$ cat config.mk
export PLATFORM = sky130hd
export DESIGN_NAME = mthd_ram
export DESIGN_NICKNAME = d
export VERILOG_FILES = /design/src/hdl/mthd_ram.sv
export SDC_FILE = /design/constraint.sdc
export NUM_CORES = 1
export LEC_CHECK = 0
export BUFFER_PORTS_ARGS = -buffer_cell sky130_fd_sc_hd__buf_2
export CAP_MARGIN = 5
export CELL_PAD_IN_SITES_DETAIL_PLACEMENT = 0
export CELL_PAD_IN_SITES_GLOBAL_PLACEMENT = 1
export CORE_ASPECT_RATIO = 0.9
export CORE_MARGIN = 5
export CORE_UTILIZATION = 57
export DETAILED_ROUTE_END_ITERATION = 8
export PLACE_DENSITY = 0.84
export SLEW_MARGIN = 20
export SYNTH_ARGS = -nofsm -noshare
export SYNTH_HDL_FRONTEND = slang
export SYNTH_SLANG_ARGS = --single-unit
$ cat constraint.sdc
create_clock -name clock -period 2.6 [get_ports clock]
set_input_delay 0.13 -clock clock [delete_from_list [all_inputs] [get_ports clock]]
set_output_delay 0.13 -clock clock [all_outputs]
set_load 0.005 [all_outputs]
$ cat src/hdl/mthd_ram.sv
// generic single write port ram with registered read
module mthd_ram #(
   parameter int WIDTH = 8,
   parameter int DEPTH = 16
) (
   input  logic                     clock,
   input  logic                     wr_en,
   input  logic [$clog2(DEPTH)-1:0] wr_addr,
   input  logic [WIDTH-1:0]         wr_data,
   input  logic [$clog2(DEPTH)-1:0] rd_addr,
   output logic [WIDTH-1:0]         rd_data
);

   logic [WIDTH-1:0] mem_ff [DEPTH];
   logic [WIDTH-1:0] rd_data_ff;

   always_ff @(posedge clock) begin
      if (wr_en) begin
         mem_ff[wr_addr] <= wr_data;
      end
      rd_data_ff <= mem_ff[rd_addr];
   end

   assign rd_data = rd_data_ff;

endmodule

[Yosys cells after proc, flatten, opt, wreduce, memory -nomap -nowiden]
Memory sizes are Yosys's and may differ from the RTL's. A register that Yosys moved wholly into a read port is not among the register bits.
Cells that the tools add are included.
Word-level totals
  bits in writable memories: 128
  register bits: 0
  logic and storage cells: 3
  input port bits: 18
  memories kept: 1
  output and inout port bits: 8
Cells by class
  mux-type cells: 2
Memories
  mem_ff: words 16, width 8, rd ports 1, clocked after memory_dff 1, wr ports 1, RTL line 14  | logic [WIDTH-1:0] mem_ff [DEPTH];
Operators by type and width (number)
  $mux 1: 2

[Logic depth before layout (Yosys ltp)]
Gate-level depths: netlist of the first run.
  depth after elaboration: 2
  depth in mapped cells: 5
  depth with buffers taken out: 3

[Worst setup path before layout of the first run]
No wires, ideal clock.
  kind: input-to-reg
  start: in wr_addr[2]
  end: mem mem_ff[0][0] (enable)
  stages: 2
  buffers on the path: 0
  data arrival time: 1240 ps
  setup slack: 977 ps
  data required time: 2217 ps
  setup time: 383 ps
  cell sequence: or3b_2 -> nor3_1
RTL lines
  from (decl): RTL line 8  | input logic [$clog2(DEPTH)-1:0] wr_addr,
  to (decl): RTL line 14
No word-level cell before the write port.

==> summary.txt, run 1 <==
Status
  – Status: complete, no violations

Clock network
  – Total CTS buffers: 17
  – H-tree depth: 4
  – CTS resizes: 0
  – CTS Buffer Depth: 2
  – CTS Root Cell: clkbuf_8
  – CTS Hold Bufs: 5
  – CTS tree: built
  – Post-CTS Setup Inserts: 0
  – Clock latency on the worst-skew pair: 0.51 ns
  – Clock sinks: 136
  – Clock Pin Slew Worst Setup and Hold Paths: 0.06 ns

Power
  – Pint: around 4.1 mW
  – Clock power share: 47.5%
  – Worst vdd ir: between 500 and 600 uV
  – Overall power: 5.12 mW
  – Sequential group share of total power: 48.1%
  – P_sw: 991 uW
  – Leakage: between 2 and 2.5 nW
  – PwrDens: around 840 mW/mm2
  – Switching part of the total: between 10% and 20%
  – Comb pwr share: 4.3%

Synth
  – Syn Area/Cell: 22.5 um2
  – Synth Area in XOR/XNOR: 0%
  – Yosys Warn Count: 0
  – Syn nets: 247
  – Synth Area in Simple Gates: around 3.2%
  – Gate Count Post-Synth: 229
  – Synth Area in Adders: 0%
  – Largest family of logic cells by synthesized area: multiplexers
  – Post-synthesis mux area share: between 15 and 20%
  – Mapped cell area: 0.00515 mm2
  – Synthesized flop and latch total: 136
  – Unique cell type count in the Yosys netlist: 19
  – Post-synthesis compound-gate area fraction: 2.33%
  – Register area share after synthesis: between 70% and 80%

Place
  – Placer's final routability congestion estimate: about 0.71
  – Pre-CTS setup slack: 0.769 ns
  – IO buf count: 25
  – Post-DP HPWL: 5930 um

Job
  – Max cap viols: 0

Setup path
  – Worst path max stage delay: 0.52 ns
  – Reg2reg path depth: 3
  – R2R Path End: rd_data[3]$_DFF_P_
  – Critical path depth in cells: 3
  – CP max-delay cell: mux4_1
  – CP max FO: 1
  – Crit path max-delay family: multiplexers
  – Worst setup path start: mem_ff[1][3]$_DFFE_PP_
  – Worst path required time: about 3.0 ns
  – Worst R2R Setup Slack: 1.21 ns
  – Worst path buffer plus inverter count: 0
  – Reg2reg start: mem_ff[1][3]$_DFFE_PP_
  – Arr. time, crit path: 1.79 ns
  – CP endpoint: rd_data[3]$_DFF_P_
  – CP Cell Sequence: mux4_1 > a22oi_1 > nand2_1
  – Critical path class: reg2reg
  – Worst setup SP type: flip-flop
  – Crit end category: flip-flop

Finish
  – Share of layout cells above drive strength 1: between 20% and 30%
  – Fin util: 70.3%
  – Inserted Diodes: 0
  – Final #Nets: 299
  – Fillers: 540
  – Seq. cell area: 0.00400 mm2
  – Synth-to-Final Area Change: 18.7%
  – Multi-input gate area: roughly 0.0011 mm2

Hold path
  – Worst hold path class: in2reg

Detailed routing
  – Wire per inst: 23.0 um
  – Detail Route Antenna Nets: 0
  – Max layer used: met4
  – DRC viols: 0
  – Via/cell ratio: 5.87
  – DRT Wirelength: 9480 um
  – M1 WL: 4080 um
  – DR pass1 iterations: 4
  – Metal3 WL: 576 um
  – Via count: 2425
  – Drt initial violations: 195
  – Routed wl met2: around 4700 um

Global route
  – GR Util All Layers: 19.4%
  – Initial antenna violation count: 0
  – GRT overflow: 0
  – Global-route wire length before repair: 14900 um
  – Vias in the first global route: 2540
  – Pin count of the biggest net entering global routing: 33

STA
  – Post-Route Setup TNS: 0 ns
  – Final WS setup: 1.21 ns
  – Worst Tran Pin Value: a little over 0.8 ns
  – RSZ-0062 raised after global routing: false
  – Worst slew margin: between 40% and 50%
  – Final Skew: 0.0101 ns
  – Final Hold Viols: 0
  – Fin. max-slew vios: 0
  – Final setup viols: 0
  – Achievable Freq: 717 MHz
  – Hold_ws: 0.0318 ns
  – Final period util: 53.6%
  – Tmin final: approximately 1.4 ns

Floorplan
  – # rows: 32
  – Die area: 0.0110 mm2
  – Core Box Area: 0.00869 mm2
  – Chip height: 100 um
  – DIE WIDTH: around 110 um
  – Num ports: 26
  – Starting Density: 59.2%
registers in the layout, summed over array words and instances, names as in the netlist:
signal / flops
rd_data: 8
mem_ff: 128
power groups by stage:
stage / combinational, mW / sequential (mW) / clock (mW)
global placement: 0.212 / 2.51 / 0
floorplan: 0.124 / 2.51 / 0
global route: 0.244 / 2.47 / 2.59
finish: 0.223 / 2.47 / 2.44
CTS: 0.223 / 2.47 / 2.46
detailed placement: 0.217 / 2.51 / 0
cells in the final DEF (no fill, tap or decap), drive strengths merged:
cell | Yosys | final
a22oi | 16 | 16
and2 | 1 | 1
and2b | 1 | 1
buf | 7 | 36
bufinv | 0 | 4
clkbuf | 0 | 20
clkinv | 0 | 7
dfxtp | 8 | 8
dlygate4sd3 | 0 | 7
edfxtp | 128 | 128
inv | 0 | 1
mux4 | 32 | 32
nand2 | 9 | 9
nand2b | 2 | 2
nand3 | 1 | 1
nand3b | 2 | 2
nor2 | 13 | 13
nor2b | 1 | 1
nor3 | 4 | 4
or3b | 1 | 1
kinds of logic (layout without fill, tap and decap cells):
| logic type | count (synthesis) | count (layout) |
|---|---|---|
| AOI/OAI and AO/OA | 16 | 16 |
| buffers and inverters | 10 | 75 |
| DFF | 136 | 136 |
| muxes | 32 | 32 |
| and+or+nand+nor | 35 | 35 |
metal layers:
layer,GRT usage (%),vias up
li1,-,1080
met1,27.3,1268
met2,29.4,67
met3,7.14,10
met4,4.92,0
met5,0,-
synth_stat cells, drive strengths merged:
library cell   number  share of area, %
and2b               1              0.15
nand3               1             0.097
or3b                1              0.17
clkdlybuf4s25       3              0.58
nor2b               1              0.12
buf                 7               1.1
dfxtp               8               3.1
nand2b              2              0.24
nand2               9              0.66
nor2               13              0.95
nand3b              2              0.29
edfxtp            128                75
a22oi              16               2.3
nor3                4              0.39
and2                1              0.12
mux4               32                15
through the flow:
step | cells | cell area (um2)
after floorplan | 229 | 5150
after global placement | 374 | 5430
after detailed placement | 374 | 5430
after CTS | 411 | 6090
after global routing | 413 | 6110
final | 413 | 6110
cell type report:
class / count / share of cell area, %
Tap cell: 119 / 2.44
Sequential cell: 136 / 65.5
Multi-Input combinational cell: 83 / 17.3
Clock inverter: 12 / 2.87
Timing Repair Buffer: 43 / 4.75
Clock buffer: 20 / 7.13
worst min-delay path by stage:
| stage | end | depth (start not counted) | from |
|---|---|---|---|
| after floorplan | mem_ff[0][0]$_DFFE_PP_ | 0 | wr_data[0] |
| after global placement | rd_data[0] | 1 | rd_data[0]$_DFF_P_ |
| after detailed placement | rd_data[1] | 1 | rd_data[1]$_DFF_P_ |
| after CTS | mem_ff[4][1]$_DFFE_PP_ | 1 | wr_data[1] |
| after global routing | mem_ff[9][2]$_DFFE_PP_ | 1 | wr_data[2] |
| final | mem_ff[1][2]$_DFFE_PP_ | 1 | wr_data[2] |
Power figures use the tool's default switching activity.
==> run 2: changes to the inputs <==
--- a/config.mk
+++ b/config.mk
@@ -11,9 +11,9 @@
 export CELL_PAD_IN_SITES_GLOBAL_PLACEMENT = 1
 export CORE_ASPECT_RATIO = 0.9
 export CORE_MARGIN = 5
-export CORE_UTILIZATION = 57
+export CORE_UTILIZATION = 53
 export DETAILED_ROUTE_END_ITERATION = 8
-export PLACE_DENSITY = 0.84
+export PLACE_DENSITY = 0.79
 export SLEW_MARGIN = 20
 export SYNTH_ARGS = -nofsm -noshare
 export SYNTH_HDL_FRONTEND = slang
==> constraint.sdc (replaced) <==
create_clock -name clock -period 1.4 [get_ports clock]
set_input_delay 0.07 -clock clock [delete_from_list [all_inputs] [get_ports clock]]
set_output_delay 0.07 -clock clock [all_outputs]
set_load 0.005 [all_outputs]
==> summary.txt, run 2 (synthesis results as in run 1) <==
Status
  – Status: complete, no violations

Job
  – Max cap viols: 0 (unchanged)

Clock network
  – CTS tree: built
  – Clock latency on the worst-skew pair: 0.51 ns (about the same)
  – CTS Root Cell: clkbuf_8
  – Clock sinks: 136 (unchanged)
  – Clock Pin Slew Worst Setup and Hold Paths: 0.06 ns (about the same)
  – Total CTS buffers: 17 (unchanged)
  – Post-CTS Setup Inserts: 0 (unchanged)
  – H-tree depth: 4 (unchanged)
  – CTS Buffer Depth: 2 (unchanged)

Power
  – Clock power share: 46.7% (-0.8 points)
  – Switching part of the total: 19.8% (+0.51 points)
  – Sequential group share of total power: 48.5% (+0.4 points)
  – P_sw: 1.87 mW (+89%)
  – Leakage: 2.16 nW (+3.2%)
  – Comb pwr share: 4.8% (+0.5 points)
  – PwrDens: 1510 mW/mm2 (+80%)
  – Overall power: 9.44 mW (+84%)
  – Pint: 7.57 mW (+83%)
  – Worst vdd ir: 711 uV (+22%)

Setup path
  – Critical path class: reg2reg
  – CP max FO: 1 (unchanged)
  – Arr. time, crit path: 1.72 ns (-0.07 ns)
  – Crit end category: flip-flop
  – Worst setup SP type: flip-flop
  – Worst path required time: 1.79 ns (-1.21 ns)

Finish
  – Final std cells w/o fill: 435 (+5.3%)
  – Largest register FFs: 128 (unchanged)
  – Seq. cell area: 0.00400 mm2 (unchanged)
  – Share of layout cells above drive strength 1: 32.7% (+3.8 points)
  – Inserted Diodes: 0 (unchanged)
  – Fillers: 654 (+21%)
  – Commonest cells after routing, fill and taps aside: 128 x edfxtp_1, 25 x buf_2, 23 x buf_4
  – Final #Nets: 314 (+5.0%)
  – Synth-to-Final Area Change: 21.3%
  – Reg with most FFs: mem_ff
  – Most common cell after layout, fill and taps aside: edfxtp_1
  – Multi-input gate area: 0.00107 mm2 (+0.95%)

STA
  – Final setup viols: 0 (unchanged)
  – Worst Tran Pin Value: 0.814 ns (+0.00931 ns)
  – Fin. max-slew vios: 0 (unchanged)
  – RSZ-0062 raised after global routing: false
  – Achievable Freq: 752 MHz (+4.8%)
  – Final WS setup: 0.0696 ns (-1.14 ns)
  – Final period util: 95.0% (+41 points)
  – Worst slew margin: 45.5% (-0.62 points)
  – Final Hold Viols: 0 (unchanged)
  – Tmin final: 1.33 ns (-0.0644 ns)
  – Final Skew: 0.00609 ns (-0.00397 ns)

Global route
  – Initial antenna violation count: 0 (unchanged)
  – Pin count of the biggest net entering global routing: 28 (-15%)
  – GR Util All Layers: 19.2% (-0.17 points)
  – GRT overflow: 0 (unchanged)
  – Vias in the first global route: 2642 (+4.0%)
  – Global-route wire length before repair: 15800 um (+6.1%)

Floorplan
  – Starting Density: 53.8% (-5.5 points)
  – Num ports: 26 (unchanged)
  – Die area: 0.0118 mm2 (+6.8%)
  – DIE WIDTH: 114 um (+3.4%)
  – Core Box Area: 0.00957 mm2 (+10%)
  – # rows: 34 (+6.3%)
  – Chip height: 103 um (+3.3%)

Detailed routing
  – Via count: 2527 (+4.2%)
  – DRC viols: 0 (unchanged)
  – DRT Wirelength: 10200 um (+7.5%)
  – Drt initial violations: 207 (+6.2%)
  – DR pass1 iterations: 4 (unchanged)
  – Detail Route Antenna Nets: 0 (unchanged)
  – Wire per inst: 23.4 um (+2.1%)
  – Via/cell ratio: 5.81 (-1.1%)

Hold path
  – Worst hold path class: in2reg

Place
  – IO buf count: 25 (unchanged)
  – Pre-CTS setup slack: -0.106 ns (-0.875 ns)
  – Post-Place Cells: 395 (+5.6%)
  – Post-DP HPWL: 6250 um (+5.5%)
  – Placer's final routability congestion estimate: 0.742 (+4.3%)
==> run 2: worst paths after layout <==
path                            cells after the start               startpoint  slack [ns]                endpoint
worst min register to register                      3  mem_ff[14][2]$_DFFE_PP_        0.67      rd_data[2]$_DFF_P_
worst max-delay path                                3   mem_ff[5][3]$_DFFE_PP_        0.07      rd_data[3]$_DFF_P_
worst min-delay path                                3               wr_addr[0]        0.13  mem_ff[0][6]$_DFFE_PP_
worst max register to register                      3   mem_ff[5][3]$_DFFE_PP_        0.07      rd_data[3]$_DFF_P_
==> run 2: cell type report <==
type                       instances  area share, %
clock buffer                      21           7.20
timing repair buffer              58           6.69
tap                              126           2.53
sequential                       136           64.1
clock inverter                    11           2.35
multi-input combinational         83           17.1
==> run 2: through the flow <==
step	setup TNS, ns	hold WS, ns	utilization [%]	instance area, um2
after detailed placement	-0.408	0.457	58.1	5560
after CTS	0	0.108	65.2	6240
after global routing	0	0.116	65.2	6240
after floorplan	0	0.169	-	5150
final	0	0.128	65.2	6240
after global placement	-0.255	0.450	58.1	5560
==> run 2: worst max-delay path, cell delays in order (launching register included) <==
cell      delay (ns)
edfxtp_1        0.37
mux4_1          0.56
a22oi_1         0.17
nand2_1         0.11
==> run 2: timing repair <==
action / in CTS / in global routing
setup endpoints to repair: 0 / 1
resized for setup: 0 / 1
endpoints found under the hold margin: 128 / 0
hold buffers: 8 / 0
==> run 2: per-layer routing <==
metal	GRT usage [%]	part of all wire, %	routed length, um
met1	28.0	48	4850
met2	28.6	46	4720
met3	5.58	4.9	497
met4	6.48	1.3	136
met5	0	0	0
==> run 2: power groups by stage <==
| stage | logic, mW | registers, mW | clock network [mW] |
|---|---|---|---|
| after global placement | 0.427 | 4.66 | 0 |
| after global routing | 0.495 | 4.58 | 4.68 |
| after detailed placement | 0.439 | 4.66 | 0 |
| after floorplan | 0.231 | 4.66 | 0 |
| final | 0.454 | 4.58 | 4.41 |
| after CTS | 0.458 | 4.58 | 4.46 |
