<file path="config.mk">
export PLATFORM = sky130hd
export DESIGN_NAME = mthd_walk
export DESIGN_NICKNAME = d
export VERILOG_FILES = /design/src/hdl/mthd_pkg.sv /design/src/hdl/mthd_walk.sv
export SDC_FILE = /design/constraint.sdc
export NUM_CORES = 1
export LEC_CHECK = 0
export ABC_AREA = 1
export BUFFER_PORTS_ARGS = -buffer_cell sky130_fd_sc_hd__buf_2
export CAP_MARGIN = 10
export CORE_MARGIN = 2
export CORE_UTILIZATION = 45
export CTS_CLUSTER_SIZE = 8
export DETAILED_ROUTE_END_ITERATION = 16
export GPL_TIMING_DRIVEN = 0
export PLACE_DENSITY = 0.74
export SETUP_SLACK_MARGIN = 0.15
export SYNTH_ARGS = -nofsm -noshare
export SYNTH_HDL_FRONTEND = slang
export SYNTH_SLANG_ARGS = --single-unit
</file>
<file path="constraint.sdc">
create_clock -name clock -period 2.6 [get_ports clock]
set_input_delay 0.52 -clock clock [delete_from_list [all_inputs] [get_ports clock]]
set_output_delay 0.52 -clock clock [all_outputs]
set_load 0.1 [all_outputs]
</file>
<file path="src/hdl/mthd_pkg.sv">
// shared types and constants of the multibit trie huffman decoder
package mthd_pkg;

   localparam int WINDOW_BITS = 32;
   localparam int LEN_W       = 6;
   localparam int SYM_OUT_W   = 16;

   typedef enum logic {
      FUNC_ADD    = 1'b0,
      FUNC_DECODE = 1'b1
   } func_type;

   typedef enum logic [1:0] {
      ST_OK        = 2'd0,
      ST_NOT_FOUND = 2'd1,
      ST_COLLISION = 2'd2,
      ST_FULL      = 2'd3
   } status_type;

   // kind code held in the top two bits of a child slot
   typedef enum logic [1:0] {
      KIND_EMPTY = 2'd0,
      KIND_NODE  = 2'd1,
      KIND_LEAF  = 2'd2
   } kind_type;

   typedef enum logic [3:0] {
      S_CLEAR,
      S_IDLE,
      S_ADD_LVL,
      S_ADD_CHK,
      S_FIN_CHK,
      S_FIN_WR,
      S_DEC_LVL,
      S_DEC_CHK,
      S_LEAF_CHK,
      S_DONE
   } state_type;

   typedef struct packed {
      logic load;
      logic step;
      logic is_add;
   } walk_ctl_type;

   typedef struct packed {
      logic last_level;
      logic window_end;
   } walk_stat_type;

endpackage

</file>
<file path="src/hdl/mthd_walk.sv">
// digit walker: shared shifter that aligns the code or window and steps one digit a level
module mthd_walk import mthd_pkg::*; #(
   parameter int LG2 = 2
) (
   input  logic                   clock,
   input  walk_ctl_type           ctl,
   input  logic [WINDOW_BITS-1:0] load_bits,
   input  logic [LEN_W-1:0]       load_len,
   output logic [LG2-1:0]         digit,
   output logic [LG2-1:0]         digit_next,
   output logic [LG2-1:0]         pad_mask,
   output walk_stat_type          stat
);

   logic [WINDOW_BITS-1:0] walk_ff, walk_in;
   logic [LEN_W-1:0]       pos_ff, pos_in;
   logic [LEN_W-1:0]       len_ff, len_in;
   logic [WINDOW_BITS-1:0] sh_src, sh_out;
   logic [LEN_W-1:0]       sh_amt;
   logic [LEN_W-1:0]       rem;
   logic [LEN_W-1:0]       pad;
   logic [LEN_W:0]         pos_sum;

   // the one shifter: left-aligns an add code on load, drops a digit on step
   always_comb begin
      sh_src = ctl.load ? load_bits : walk_ff;
      if (ctl.load) begin
         sh_amt = ctl.is_add ? (LEN_W'(WINDOW_BITS) - load_len) : '0;
      end else begin
         sh_amt = LEN_W'(LG2);
      end
      sh_out = sh_src << sh_amt;
   end

   always_comb begin
      walk_in = (ctl.load || ctl.step) ? sh_out : walk_ff;
      pos_in  = ctl.load ? '0 : (ctl.step ? pos_ff + LEN_W'(LG2) : pos_ff);
      len_in  = ctl.load ? load_len : len_ff;
   end

   always_ff @(posedge clock) begin
      walk_ff <= walk_in;
      pos_ff  <= pos_in;
      len_ff  <= len_in;
   end

   always_comb begin
      rem     = len_ff - pos_ff;
      pad     = LEN_W'(LG2) - rem;
      pos_sum = {1'b0, pos_ff} + (LEN_W + 1)'(LG2);
      for (int i = 0; i < LG2; i++) begin
         pad_mask[i] = (LEN_W'(i) < pad);
      end
      stat.last_level = (rem <= LEN_W'(LG2));
      stat.window_end = (pos_sum >= (LEN_W + 1)'(WINDOW_BITS));
   end

   assign digit      = walk_ff[WINDOW_BITS-1 -: LG2];
   assign digit_next = walk_ff[WINDOW_BITS-1-LG2 -: LG2];

endmodule

</file>
* Yosys cells after proc, flatten, opt, wreduce, memory -nomap -nowiden
Index checks and enable logic that the tools add are counted.
** Cells by class
- $add $sub $neg :: 5
- Magnitude comparators :: 4
- Bitwise operators :: 0
- Mux-type cells :: 3
- Reductions and logical operators :: 1
- Shift operators :: 1
- Multiply operators :: 0
- Div/mod/pow operators :: 0
- Eq/ne operators :: 0
** Operators with widths (number)
- $mux W32 :: 1
- $shl A32 B6 Y32 :: 1
- $lt A1 B6 Y1 const A :: 2
- $mux W6 :: 2
- $add A6 B2 Y7 const B :: 1
- $ge A7 B6 Y1 const B :: 1
- $add A6 B2 Y6 const B :: 1
- $le A6 B2 Y1 const B :: 1
- $sub A2 B6 Y6 const A :: 1
- $sub A6 B6 Y6 :: 1
- $sub A6 B6 Y6 const A :: 1
- $logic_or A1 B1 Y1 :: 1
** Storage, ports and cells
- Word-level logic and storage cells :: 17
- ROM bits :: 0
- Memories kept :: 0
- Memory bits (writable) :: 0
- Register bits :: 44
- Latch bits :: 0

* Logic depth before layout (Yosys ltp)
Gate-level depths: netlist (run 1).
- Depth after elaboration :: 4
- Mapped depth :: 12

* Worst setup path after synthesis (run 1)
Ideal clock, no wire load.
- Kind :: register to output
- From :: register pos_ff[1]
- To :: output port stat[1] (netlist name)
- Arrival :: 2.713 ns
- Path slack :: -0.633 ns
- Stages on the path, launching flop included :: 9
- Path through :: dfxtp_1 -> ha_1 -> inv_1 -> fa_1 -> xnor2_1 -> nand2_1 -> inv_1 -> o211ai_1 -> nor2_1
** RTL lines
- from (decl) :: RTL line mthd_walk.sv:16 : logic [LEN_W-1:0] pos_ff, pos_in;
- from (signal assigned) :: RTL line mthd_walk.sv:43 : pos_ff <= pos_in;
- to (decl) :: RTL line mthd_walk.sv:12 : output walk_stat_type stat

* Final worst setup path (run 1)
- From :: register len_ff[1]
- To :: output port pad_mask[0]
** Between the ends
- Longest elaborated chain between the ends :: 3
** Ends and longest elaborated chain
- from (decl) :: RTL line mthd_walk.sv:17 : logic [LEN_W-1:0] len_ff, len_in;
- from (signal assigned) :: RTL line mthd_walk.sv:44 : len_ff <= len_in;
- $sub A6 B6 Y6 :: RTL line mthd_walk.sv:48 : rem = len_ff - pos_ff;
- $sub A2 B6 Y6 :: RTL line mthd_walk.sv:49 : pad = LEN_W'(LG2) - rem;
- $lt A1 B6 Y1 :: RTL line mthd_walk.sv:52 : pad_mask[i] = (LEN_W'(i) < pad);
- to (decl) :: RTL line mthd_walk.sv:11 : output logic [LG2-1:0] pad_mask,
Every way passes these cells.

==> results of run 1 <==
power groups by stage:
stage                     registers, mW  logic, mW  clock network (mW)
after detailed placement          0.922      0.947                   0
after CTS                         0.905      0.985               0.477
final                             0.905       1.01               0.470
after floorplan                   0.910      0.713                   0
after global placement            0.918      0.933                   0
after global routing              0.916       1.11               0.506
cell usage after synthesis, types with 2 or more instances:
| master | count |
|---|---|
| a21oi_1 | 7 |
| buf_2 | 24 |
| buf_4 | 7 |
| buf_6 | 5 |
| dfxtp_1 | 5 |
| edfxtp_1 | 38 |
| ha_1 | 9 |
| inv_1 | 22 |
| inv_2 | 5 |
| nand2_1 | 224 |
| nand3_1 | 196 |
| nand3_2 | 4 |
| nand4_1 | 2 |
| nor2_1 | 27 |
| nor3_1 | 6 |
| o21ai_0 | 5 |
| xnor2_1 | 3 |
| xor2_1 | 2 |
sequential cells by signal (all words and copies together) (netlist names):
| register | count |
|---|---|
| walk_ff | 32 |
| len_ff | 6 |
| pos_ff | 5 |
timing repair:
item,4_1_cts,5_1_grt
pin swaps,1,0
resized for setup,20,4
endpoints found under the setup margin,3,3
buffers inserted,2,0
area by class of cell:
cell class	instances	share of cell area
Inverter	28	0.0235
Multi-Input combinational cell	498	0.530
Tap cell	108	0.0295
Clock buffer	7	0.0189
Clock inverter	1	0.00109
Sequential cell	43	0.273
Buffer	38	0.0517
Timing Repair Buffer	52	0.0728
path summary, 6_finish.rpt:
kind	end	depth (start not counted)	from	slack (ps)
max	pad_mask[0]	13	len_ff[1]	-260
min	len_ff[4]	1	load_len[4]	430
max reg2reg	walk_ff[31]	8	walk_ff[0]	1050
min reg2reg	pos_ff[5]	2	pos_ff[4]	540
kinds of logic (layout without fill, tap and decap cells):
logic type,count (synthesis),after routing
muxes,1,1
and+or+nand+nor,465,465
buffers and inverters,66,126
DFF,43,43
adders and majority gates,10,10
AOI/OAI and AO/OA,17,17
xor gates and xnor gates,5,5
cell usage in the layout (no fill, tap or decap), drive strengths merged:
master	synthesis	routed
nand3	201	201
xor2	2	2
o211ai	1	1
fa	1	1
o21ai	6	6
o21bai	1	1
edfxtp	38	38
clkinv	0	1
nor3	7	7
nand4	2	2
a31oi	1	1
a21oi	8	8
or2	1	1
inv	28	28
nor2	29	29
nand2	225	225
clkbuf	1	8
xnor2	3	3
dfxtp	5	5
buf	37	89
ha	9	9
mux2i	1	1
per-layer routing:
metal | vias up | track usage | part of all wire
met5 | - | 0 | 0
met4 | 0 | 0.139 | 0.042
met3 | 36 | 0.0439 | 0.071
met2 | 184 | 0.437 | 0.45
met1 | 1962 | 0.398 | 0.44
li1 | 2165 | - | -
per-stage QoR:
stage | utilization | setup WS (ps)
after floorplan | - | 166
final | 0.532 | -256
after global placement | 0.507 | -144
after global routing | 0.532 | -429
after CTS | 0.530 | -240
after detailed placement | 0.510 | -138
==> parameters.txt, run 1 <==
Parameter                              Value

Die
  Die W    97.5 um
  Floorplan die area    0.00951 sq mm
  Starting density of the core    0.458
  Core region area    0.00859 sq mm
  Number of rows created at floorplan    34
  Top-Level Pins    50
  Die height    97.5 um

Status
  Failing checks    negative setup slack
  Run status    finished with violations

Final layout
  Number of non-filler instances in the completed layout    775
  Filler cell count in the final layout    881
  Multi-input gate area in the final layout    0.00242 sq mm
  Final layout net count    718
  Sequential cell area in the final layout    0.00125 sq mm
  Proportion of layout cells with a drive suffix above 1    0.192
  Area growth syn-to-layout    16.1%
  Total non-filler cell area in the finished layout    0.00457 sq mm
  Number of diodes added for antenna fixing    0

Placed design
  I/O Buffers    49
  Detailed placement HPWL    10.3 mm
  Area after detailed placement    0.00439 sq mm
  Placed cells    765
  Routability Congestion    0.997

Global routing
  Number of antenna violations at the first check in global routing    0
  Total global routing overflow    0
  GRT Util Overall    0.287
  Via count of the first global-routing pass    4029
  Pin count of the biggest net entering global routing    20
  Global-route wire length before repair    21.4 mm

Timing
  Slack of the critical path    -256 ps
  Transition at the pin with the smallest max-transition slack    761 ps
  Max_slew headroom    0.491
  Total of endpoints with negative setup slack in the final report    3
  Top achievable clock speed    0.350 GHz
  Number of slew-limit violations in the final report    0
  Share of the clock period used by the worst path after layout    1.10
  RSZ-0062 raised after global routing    yes
  Final hold viol count    0
  Final sum of negative setup slack    -496 ps
  Minimum hold slack    425 ps
  Maximum clock skew at final layout    9.74 ps
  Final critical-path required period    2860 ps

Yosys
  Syn. warnings    0
  Post-synthesis share of cell area spent on xor and xnor gates    0.0111
  Share of synthesized flip-flops with an asynchronous set or reset    0
  Synthesized area divided by synthesized cell count    6.49 sq um
  Share of the synthesized area in the top cell type    0.290
  Library cell occupying the most area in the post-synthesis netlist    edfxtp_1
  Dominant combinational cell family by area after synthesis    simple AND/OR/NAND/NOR gates
  Mux cell area share after synthesis    0.00254
  Most used flip-flop cell after synthesis    edfxtp_1
  Biggest area contributors in the synthesized netlist    edfxtp_1, nand3_1, nand2_1
  Compound-cell area share of the yosys netlist    0.0261
  Adder-cell share of the synthesized area    0.0337
  Netlist Area Pre-Place    0.00394 sq mm
  Net Count, Synth    659
  Number of cells produced by synthesis    607
  Flop and latch count out of synthesis    43
  Post-synth EDFFs    38
  Post-synthesis simple-gate area fraction    0.524
  Count of unique library cells instantiated by Yosys    34
  Sequential cell area fraction in the yosys report    0.315

Clock network
  Total number of H-tree levels    2
  Number of buffers inserted during clock tree synthesis    5
  Cell at the root of the clock tree    clkbuf_8
  Maximum clock insertion buffer count    2
  Clock tree from TritonCTS    done
  Insertion delay of the later-clocked pin in the worst-skew pair    310 ps
  Clock sinks    43
  CTS clock-pin slew for the worst setup and hold paths    90 ps
  Hold buffer count at CTS    0

Power
  Clock power share    0.197
  Part of the total power dissipated in combinational logic    0.423
  Leakage    2.24 nW
  Part of the total power dissipated in sequential elements    0.380
  Largest vdd supply drop    0.232 mV
  Power density over cell area    521 mW/mm^2
  Cell internal pwr    1.41 mW
  Overall Power    2.38 mW
  Switching power share of the total    0.406
  Net Switching    967 uW

Route
  Wire length per cell    17.1 um
  Via Count    4347
  DRC violation total after the first TritonRoute iteration    389
  Pre-antenna DRT Iters    5
  Post-route antenna net violation count    0
  Drt total wl    13.2 mm
  DRC errors left    0
  Via density per instance    5.61

Critical path
  Crit-path leading delay family    simple AND/OR/NAND/NOR gates
  Required time worst endpoint    2080 ps
  Startpoint types    flop
  Crit-path max cell delay    390 ps
  Critical Path End Type    primary output
  CP max-delay cell    fa_2
  CP bufs+invs    3
  Worst setup path class    reg -> out
  Critical path cell sequence    inv_1 > ha_1 > inv_2 > fa_2 > nand3_1 > nand2_1 > or2_2 > nand2_2 > nand3_1 > nand2_2 > nor2_4 > nand2_4 > buf_12
  Data arrival time of the critical path    2340 ps
  Critical-path maximum fanout    2

Run
  Max-capacitance violation count    0

Worst hold path
  Type of the tightest min-delay check    in -> reg
Power figures use the tool's default switching activity.
==> run 2, diff against run 1 <==
BUFFER_PORTS_ARGS = -buffer_cell sky130_fd_sc_hd__buf_4   (was -buffer_cell sky130_fd_sc_hd__buf_2)
==> parameters.txt, run 2 (synthesis results as in run 1) <==
Parameter                              Value

Critical path
  Worst Reg-to-Reg Cells    8
  Startpoint types    flop
  Data arrival time of the critical path    2330 ps
  Critical-path maximum fanout    3
  Worst setup path class    reg -> out
  Source of the worst register-to-register timing path    walk_ff[5]
  Required time worst endpoint    2080 ps
  Worst R2R Setup Slack    1030 ps
  RR Endpoint    walk_ff[31]
  Critical Path End Type    primary output
  Crit-path max cell delay    540 ps
  CP max-delay cell    fa_2
  Beginning of the critical path    len_ff[1]
  Critical path cell sequence    inv_1 > ha_1 > inv_2 > fa_2 > inv_2 > nand2_2 > a21oi_2 > buf_4 > nand3_1 > nand2_2 > nor2_4 > nand2_4 > buf_12
  Destination of the critical timing path    pad_mask[0]

Timing
  Transition at the pin with the smallest max-transition slack    695 ps
  Final hold viol count    0
  Final sum of negative setup slack    -518 ps
  Final critical-path required period    2850 ps
  Number of slew-limit violations in the final report    0
  Slack of the critical path    -254 ps
  RSZ-0062 raised after global routing    yes
  Minimum hold slack    417 ps
  Max_slew headroom    0.535
  Maximum clock skew at final layout    12.1 ps
  Total of endpoints with negative setup slack in the final report    3
  Top achievable clock speed    0.350 GHz
  Share of the clock period used by the worst path after layout    1.10

Power
  Leakage    2.29 nW
  Part of the total power dissipated in combinational logic    0.418
  Cell internal pwr    1.53 mW
  Net Switching    987 uW
  Power density over cell area    535 mW/mm^2
  Largest vdd supply drop    0.252 mV
  Switching power share of the total    0.392
  Part of the total power dissipated in sequential elements    0.360
  Clock power share    0.222

Die
  Floorplan die area    0.00951 sq mm
  Number of rows created at floorplan    34
  Core region area    0.00859 sq mm
  Die height    97.5 um
  Die W    97.5 um
  Top-Level Pins    50
  Starting density of the core    0.458

Final layout
  Proportion of layout cells with a drive suffix above 1    0.193
  Most frequent standard cell in the layout excluding fill and tap cells    nand2_1
  Area growth syn-to-layout    19.7%
  Number of diodes added for antenna fixing    0
  Flip-flop count of the largest register after layout    32
  Leading cell types in the layout, fill and taps excluded    nand2_1, nand3_1, buf_4
  Final layout net count    719
  Total non-filler cell area in the finished layout    0.00471 sq mm
  Most flop-heavy register    walk_ff
  Regs by FF count    walk_ff (32), len_ff (6), pos_ff (5)

Clock network
  Maximum clock insertion buffer count    2
  Total number of H-tree levels    2
  Insertion delay of the later-clocked pin in the worst-skew pair    310 ps
  Number of buffers inserted during clock tree synthesis    5
  CTS clock-pin slew for the worst setup and hold paths    80 ps
  Clock tree from TritonCTS    done
  Hold buffer count at CTS    0
  Clock sinks    43
  Cell at the root of the clock tree    clkbuf_8

Status
  Run status    finished with violations
  Failing checks    negative setup slack

Worst hold path
  Type of the tightest min-delay check    in -> reg

Route
  DRC errors left    0
  Wire length per cell    18.1 um
  Via density per instance    5.72
  Via Count    4435
  Post-route antenna net violation count    0
  DRC violation total after the first TritonRoute iteration    431
  Pre-antenna DRT Iters    7
  Drt total wl    14.1 mm

Global routing
  Via count of the first global-routing pass    4270
  Number of antenna violations at the first check in global routing    0
  Pin count of the biggest net entering global routing    22
  Global-route wire length before repair    22.8 mm
  GRT Util Overall    0.303
  Total global routing overflow    0

Placed design
  Detailed placement HPWL    10.8 mm
  I/O Buffers    49
  Routability Congestion    0.989
  Area after detailed placement    0.00451 sq mm

Run
  Max-capacitance violation count    0
-- run 2: cell types whose count changed in the layout (fill, tap and decap cells not counted), sizes merged --
cell and change:
clkbuf +1, clkinv -1, buf +1
-- run 2: power groups by stage --
stage / Combinational (mW) / Sequential, mW / Clock, mW
after floorplan: 0.713 / 0.910 / 0
after global placement: 0.972 / 0.919 / 0
after detailed placement: 0.985 / 0.924 / 0
after CTS: 1.02 / 0.908 / 0.576
after global routing: 1.16 / 0.920 / 0.590
final: 1.05 / 0.908 / 0.559
-- run 2: final cells by class --
class | instances | area, sq um
inverters | 28 | 108
plain buffers | 38 | 236
clock buffers | 8 | 123
fillers | 845 | 3880
repair buffers | 53 | 455
flip-flops and latches | 43 | 1240
well taps | 108 | 135
multi-input cells | 498 | 2410
-- run 2: worst min path at each step --
stage	startpoint	to	slack, ps	cells past startpoint
global route	load_len[3]	len_ff[3]	410	1
floorplan	pos_ff[4]	pos_ff[5]	470	2
finish	load_len[3]	len_ff[3]	420	1
global placement	pos_ff[4]	pos_ff[5]	490	2
CTS	load_len[3]	len_ff[3]	410	1
detailed placement	pos_ff[4]	pos_ff[5]	510	2
-- run 2: layer usage --
layer / vias to the layer above / share of wire / global-route usage
li1: 2166 / - / -
met3: 31 / 0.086 / 0.0604
met5: - / 0 / 0
met1: 2024 / 0.42 / 0.403
met4: 0 / 0.032 / 0.0951
met2: 214 / 0.47 / 0.498
-- run 2: through the flow --
step,utilization,std cells,worst slack [ps],power (mW)
finish,0.548,776,-254,2.52
global route,0.548,776,-396,2.67
CTS,0.548,776,-282,2.51
detailed placement,0.525,765,-71.5,1.91
global placement,0.521,764,-115,1.89
floorplan,-,607,166,1.62
-- run 2: what timing repair did --
action / 4_1_cts / 5_1_grt
buffers inserted: 3 / 0
pin swaps: 4 / 3
resized for setup: 17 / 4
endpoints found under the setup margin: 3 / 3
-- run 2: worst max-delay path, delay by kind of cell, from the launching register on --
family          cells  cell delay, ps
fa+ha+maj           2             690
compound gates      1              50
simple gates        5             460
flops               1             360
buf+inv             5             440
